**src/rtl/pidci_pkg.sv**
```systemverilog
// shared types and constants of the pid conditional integration block
// no dependencies
package pidci_pkg;

	localparam int GAIN_W = 32;
	localparam int APB_AW = 5;
	localparam int QUEUE_AW = 2;

	typedef enum logic [2:0] {
		REG_PROP_GAIN,
		REG_INTEGRAL_GAIN,
		REG_DERIVATIVE_GAIN,
		REG_DRIVE_MIN,
		REG_DRIVE_MAX
	} reg_idx_t;

	typedef enum logic [1:0] {
		LIMIT_NONE,
		LIMIT_MAX,
		LIMIT_MIN
	} limit_t;

	typedef struct packed {
		logic signed [GAIN_W-1:0] prop;
		logic signed [GAIN_W-1:0] integ;
		logic signed [GAIN_W-1:0] deriv;
	} gains_t;

endpackage

```
**src/rtl/pidci_front.sv**
```systemverilog
// front end: takes samples, forms error and measurement step, multiplies by the gains
// depends on pidci_pkg
module pidci_front #(
	parameter int DATA_WIDTH = 16,
	parameter int ACC_WIDTH = 48
) (
	input  logic                          clk,
	input  logic                          arst_n,
	input  logic                          in_valid,
	output logic                          in_ready,
	input  logic signed [DATA_WIDTH-1:0]  target_value,
	input  logic signed [DATA_WIDTH-1:0]  measured_value,
	input  pidci_pkg::gains_t             gains,
	output logic                          out_valid,
	input  logic                          out_ready,
	output logic signed [ACC_WIDTH-1:0]   p_term,
	output logic signed [ACC_WIDTH-1:0]   i_step,
	output logic signed [ACC_WIDTH-1:0]   d_term
);

	localparam int PW = pidci_pkg::GAIN_W + DATA_WIDTH + 1;
	localparam int SW = ((PW > ACC_WIDTH) ? PW : ACC_WIDTH) + 1;
	localparam logic signed [SW-1:0] ACC_HI = {{(SW-ACC_WIDTH+1){1'b0}}, {(ACC_WIDTH-1){1'b1}}};
	localparam logic signed [SW-1:0] ACC_LO = ~ACC_HI;

	logic                         v_s1, v_s2;
	logic                         take_s1, take_s2;
	logic signed [DATA_WIDTH:0]   err_s1, d_diff_s1;
	logic signed [PW-1:0]         p_prod_s2, i_prod_s2, d_prod_s2;
	logic signed [DATA_WIDTH-1:0] last_measured_q;

	function automatic logic signed [ACC_WIDTH-1:0] sat_prod(input logic signed [PW-1:0] x);
		logic signed [SW-1:0] ext;
		ext = {{(SW-PW){x[PW-1]}}, x};
		if (ext > ACC_HI) begin
			return ACC_HI[ACC_WIDTH-1:0];
		end else if (ext < ACC_LO) begin
			return ACC_LO[ACC_WIDTH-1:0];
		end
		return ext[ACC_WIDTH-1:0];
	endfunction

	assign take_s2 = !v_s2 || out_ready;
	assign take_s1 = !v_s1 || take_s2;
	assign in_ready = take_s1;
	assign out_valid = v_s2;

	assign p_term = sat_prod(p_prod_s2);
	assign i_step = sat_prod(i_prod_s2);
	assign d_term = sat_prod(d_prod_s2);

	always_ff @(posedge clk or negedge arst_n) begin
		if (!arst_n) begin
			v_s1 <= 1'b0;
			v_s2 <= 1'b0;
			last_measured_q <= '0;
		end else begin
			if (take_s1) begin
				v_s1 <= in_valid;
			end
			if (take_s2) begin
				v_s2 <= v_s1;
			end
			if (in_valid && take_s1) begin
				last_measured_q <= measured_value;
			end
		end
	end

	// derivative on measurement, sign folded into the difference
	always_ff @(posedge clk) begin
		if (in_valid && take_s1) begin
			err_s1 <= {target_value[DATA_WIDTH-1], target_value}
				- {measured_value[DATA_WIDTH-1], measured_value};
			d_diff_s1 <= {last_measured_q[DATA_WIDTH-1], last_measured_q}
				- {measured_value[DATA_WIDTH-1], measured_value};
		end
		if (v_s1 && take_s2) begin
			p_prod_s2 <= $signed(gains.prop) * err_s1;
			i_prod_s2 <= $signed(gains.integ) * err_s1;
			d_prod_s2 <= $signed(gains.deriv) * d_diff_s1;
		end
	end

endmodule

```
**config.mk**
```make
export PLATFORM = sky130hd
export DESIGN_NAME = pidci_front
export DESIGN_NICKNAME = d
export VERILOG_FILES = /design/src/rtl/pidci_pkg.sv /design/src/rtl/pidci_front.sv
export SDC_FILE = /design/constraint.sdc
export NUM_CORES = 2
export LEC_CHECK = 0
export BUFFER_PORTS_ARGS = -buffer_cell sky130_fd_sc_hd__buf_2
export CAP_MARGIN = 20
export CORE_ASPECT_RATIO = 1.2
export CORE_UTILIZATION = 40
export CTS_CLUSTER_SIZE = 40
export DETAILED_ROUTE_END_ITERATION = 8
export PLACE_DENSITY_LB_ADDON = 0.15
export SYNTH_ARGS = -nofsm -noshare
export SYNTH_HDL_FRONTEND = slang
export SYNTH_SLANG_ARGS = --single-unit
```
**constraint.sdc**
```tcl
create_clock -name clk -period 10.2 [get_ports clk]
set_input_delay 0.51 -clock clk [delete_from_list [all_inputs] [get_ports clk]]
set_output_delay 0.51 -clock clk [all_outputs]
set_load 0.02 [all_outputs]
```
### Word level (Yosys, flattened, before mapping)

Cells that the tools add are included.

* add/sub/neg operators: 2
* multipliers: 3
* $lt $le $gt $ge: 6
* mux-type cells: 15
* reduce and logical (&&, ||, !) cells: 6

Operators with widths (count)
* $mux 48: 9
* $gt 49x48->1 const B: 3
* $lt 49x48->1 const B: 3
* $mul 32x17->49: 3
* $sub 16x16->17: 2
* $mux 1: 6
* $logic_and 1x1->1: 2
* $logic_not 1->1: 2
* $logic_or 1x1->1: 2

* register bits: 199
* bits of input ports: 132
* output and inout bits: 146
* word-level logic and storage cells: 40

### Depth between registers and ports, before layout

* depth after elaboration: 4
* gate-level depth with buffers: 27

### Worst setup path before layout

OpenSTA, ideal clock, no wires.

* path type: reg2reg
* start point: register err_s1[2]
* end point: register p_prod_s2[45], data pin
* arrival: 6219 ps
* data required time: 9940 ps
* path slack: 3722 ps
* stages on the path, launching flop included: 24
* buffers on the path: 2
* clock period less this slack: 6478 ps
* path through: edfxtp_1 -> clkbuf_1 -> clkbuf_1 -> nand2_1 -> fa_1 -> fa_1 -> fa_1 -> inv_1 -> fa_1 -> fa_1 -> inv_1 -> fa_1 -> inv_1 -> ha_1 -> a21oi_2 -> nand2_1 -> a211oi_1 -> a21boi_1 -> a311oi_1 -> o31ai_1 -> a221oi_1 -> o21ai_1 -> a21oi_1 -> xnor2_1

* longest elaborated chain between the ends: 1

Ends and longest elaborated chain
* start, declared: line pidci_front.sv:28 `logic signed [DATA_WIDTH:0] err_s1, d_diff_s1;`
* start signal, assigned: line pidci_front.sv:73 `err_s1 <= {target_value[DATA_WIDTH-1], target_value}`
* $mul 32x17->49: line pidci_front.sv:79 `p_prod_s2 <= $signed(gains.prop) * err_s1;`
* end signal, assigned: line pidci_front.sv:79
* end, declared: line pidci_front.sv:29 `logic signed [PW-1:0] p_prod_s2, i_prod_s2, d_prod_s2;`

No other way between the ends.
A chain may end at the register's enable or synchronous reset.

### Worst setup path in the final report

* start point: register err_s1[6]
* end point: register i_prod_s2[45], data pin

* longest elaborated chain between the ends: 1

Ends and longest elaborated chain
* $mul 32x17->49: line pidci_front.sv:80 `i_prod_s2 <= $signed(gains.integ) * err_s1;`
* end signal, assigned: line pidci_front.sv:80
* end, declared: line pidci_front.sv:29

No other way between the ends.

==> flow_metrics.py <==
metrics = {
    "placed_design": {
        "placed_area_um2": 68100,
        "place_congestion": 0.885,
        "pre_cts_slack_ns": 2.43,
        "dp_hpwl_mm": 143,
        "port_buffers": 277,
    },
    "worst_setup_path": {
        "path_max_fanout": 37,
        "crit_arrival_ns": 8.17,
        "cp_slowest_cell": "edfxtp_1",
        "slowest_delay_ns": 0.93,
        "end_kind": "flip-flop",
        "crit_family": "adder cells",
        "crit_chain": "buf_4 > and2_1 > fa_1 > inv_1 > fa_1 > fa_1 > inv_1 > fa_1 > fa_1 > inv_1 > fa_1 > inv_1 > ha_1 > a21o_1 > a21oi_1 > o21bai_1 > a221oi_1 > nand4_1 > o21ai_1 > o21ai_0 > a311oi_1 > o21bai_1 > xor2_1",
        "start_kind": "flip-flop",
        "cp.required_ns": 10.52,
        "crit_type": "reg2reg",
        "cp.buffers_inverters": 5,
        "cp_common_cell": "fa_1",
    },
    "route": {
        "firstDrtPassIters": 9,
        "vias": 46814,
        "wl_mm": 186,
        "wire_per_inst_um": 20.0,
        "initialDrtViolationCount": 2493,
        "ant_nets": 0,
        "viasPerCell": 5.06,
        "drc": 40,
    },
    "synthesis": {
        "synth-edff-count": 181,
        "ys_types": 63,
        "synthCells": 7099,
        "yosysSeqAreaShare_pct": 9.06,
        "synth_nets": 9173,
        "syn_area_um2": 64900,
        "post_synth.cell_area_avg_um2": 9.15,
        "ys.warnings.count": 0,
        "synth_top_area_share_pct": 48.3,
        "postSynth.asyncResetShare_pct": 9.05,
        "ys.flop_type": "edfxtp_1",
        "synthTopCellsByArea": "fa_1 48%, inv_1 9.3%, edfxtp_1 8.4%",
        "ys_ff_latch": 199,
        "synth_top_cell_by_area": "fa_1",
    },
    "timing": {
        "rsz0062_at_grt": "no",
        "finalCritPeriodShare_pct": 76.9,
        "setup_tns_ns": 0,
        "max_freq_mhz": 127,
        "fin_ws_ns": 2.35,
        "fin_skew_ns": 0.0229,
        "drv_slew": 0,
        "worstMarginPinSlew_ns": 1.05,
        "slew-limit-headroom_pct": 30.0,
        "hold_viol": 0,
        "setup_viol": 0,
        "timing.final.crit_period_ns": 7.85,
    },
    "grt": {
        "grt_pass1_vias": 51994,
        "grt_pass1_wl_mm": 295,
        "grt_max_degree": 95,
        "grtUsageTotal_pct": 23.7,
        "overflow": 0,
        "antenna_found_initial": 26,
    },
    "cts": {
        "cts_tree": "built",
        "clock_sinks": 199,
        "htree_levels": 4,
        "cts_made_buffers": 17,
        "clkSlewWorstSetupHoldPaths_ns": 0.10,
        "root_buffer": "clkbuf_16",
        "worstSkewPairLatency_ns": 0.57,
        "cts.path.max_buffers": 2,
    },
    "status": {
        "status": "finished, violations left",
        "violations": "DRC",
    },
    "min_path": {
        "hold_path.class": "in2reg",
    },
    "final_layout": {
        "final_util_pct": 42.8,
        "final_area_um2": 68800,
        "final_nets": 9191,
        "syn_to_final_growth_pct": 5.92,
        "fill_cells": 16106,
        "layout-drive-gt1-share_pct": 5.33,
    },
    "floorplanning": {
        "rows": 161,
        "die_h_um": 443,
        "start_util_pct": 40.4,
        "die_w_um": 370,
        "io_pins": 278,
        "core_um2": 161000,
        "die_area_um2": 164000,
    },
    "job": {
        "drv_cap": 0,
    },
}
[final timing paths]
kind	start	endpoint	slack [ns]	cells after the start
setup reg to reg	err_s1[6]	i_prod_s2[45]	2.35	23
setup / recovery	err_s1[6]	i_prod_s2[45]	2.35	23
min in group asynchronous	arst_n	out_valid	0.44	2
hold / removal	in_valid	v_s1	0.16	2
hold reg to reg	last_measured_q[7]	last_measured_q[7]	0.49	2
max in group asynchronous	arst_n	last_measured_q[14]	9.41	2
[cell usage after synthesis, types with 4 or more instances]
library cell / number
nand4_1: 15
a221oi_1: 6
o211ai_1: 14
or3_1: 9
a21boi_0: 13
xnor2_1: 132
a211oi_1: 10
buf_1: 14
dfrtp_1: 18
nor3_1: 18
and4_1: 5
a31oi_1: 15
or2_2: 9
fa_1: 1565
nand3_1: 28
a21o_1: 83
and2_1: 708
o21a_1: 17
o21bai_1: 14
o2111ai_1: 6
and3_1: 13
a21boi_1: 4
a311oi_1: 5
o31ai_1: 5
nand2b_1: 34
a21oi_1: 125
a31o_2: 5
nor2b_1: 23
clkbuf_1: 314
edfxtp_1: 181
xor2_1: 37
nor2_1: 314
o21ai_1: 10
o21ai_0: 228
inv_1: 1607
nand2_1: 1076
ha_1: 377
[cell families after synthesis]
logic type | synth area share (%)
and+or+nand+nor | 16.4
adders and majority gates | 55.5
buffers and inverters | 11.2
AOI/OAI and AO/OA | 5.52
DFF | 9.06
xor gates and xnor gates | 2.28
muxes | 0.0154
[through the flow]
stage	cells	hold WS, ns
after global routing	9250	0.159
after CTS	9248	0.111
after detailed placement	9215	0.475
after floorplan	7099	0.214
final	9260	0.163
after global placement	9215	0.466
[final cells by class]
| class | instances | area, um2 | area share [%] |
|---|---|---|---|
| Antenna cell | 11 | 27.5 | 0.0400 |
| Clock buffer | 19 | 464 | 0.675 |
| Clock inverter | 13 | 109 | 0.158 |
| Inverter | 1608 | 6040 | 8.78 |
| Multi-Input combinational cell | 4964 | 51800 | 75.3 |
| Sequential cell | 199 | 5890 | 8.56 |
| Tap cell | 2119 | 2650 | 3.86 |
| Timing Repair Buffer | 327 | 1820 | 2.65 |
[layout by cell type, fill, tap and decap left out, types with 6 or more instances in the layout]
cell / instances
nand3_1: 28
fa_1: 1565
nand2b_1: 34
clkbuf_16: 18
o211ai_1: 14
or2_2: 9
nand4_1: 15
nor3_1: 18
nor2_1: 314
nand2_1: 1076
xor2_1: 37
diode_2: 11
or3_1: 9
and2_1: 707
and3_1: 13
o21ai_0: 228
a31oi_1: 15
a21o_1: 83
dfrtp_1: 18
buf_2: 277
edfxtp_1: 181
xnor2_1: 132
o21ai_1: 10
inv_1: 1607
nor2b_1: 23
buf_4: 45
a21boi_0: 13
o2111ai_1: 6
ha_1: 377
a21oi_1: 125
o21bai_1: 14
a221oi_1: 6
o21a_1: 17
a211oi_1: 10
[sequential cells by signal (all words and copies together), names as in the netlist]
| signal | count |
|---|---|
| out_valid | 1 |
| d_diff_s1 | 17 |
| d_prod_s2 | 49 |
| last_measured_q | 16 |
| p_prod_s2 | 49 |
| v_s1 | 1 |
| i_prod_s2 | 49 |
| err_s1 | 17 |
[what timing repair did]
action                                 in CTS  in global routing
gates resized for setup                     0                  0
setup buffers                               0                  0
endpoints found under the hold margin      18                  0
hold buffers                                1                  0
[layer usage]
metal  vias up  routed length (um)  track usage, %
met5         -                  98               0
li1      20890                   -               -
met2      1142               99100            43.9
met3       337                8070            2.96
met4        16                7550            9.22
met1     24429               70800            27.6
Power is left out: the tool's default activity adds up to more than one toggle a clock period on the data nets, which glitch-free logic cannot reach.
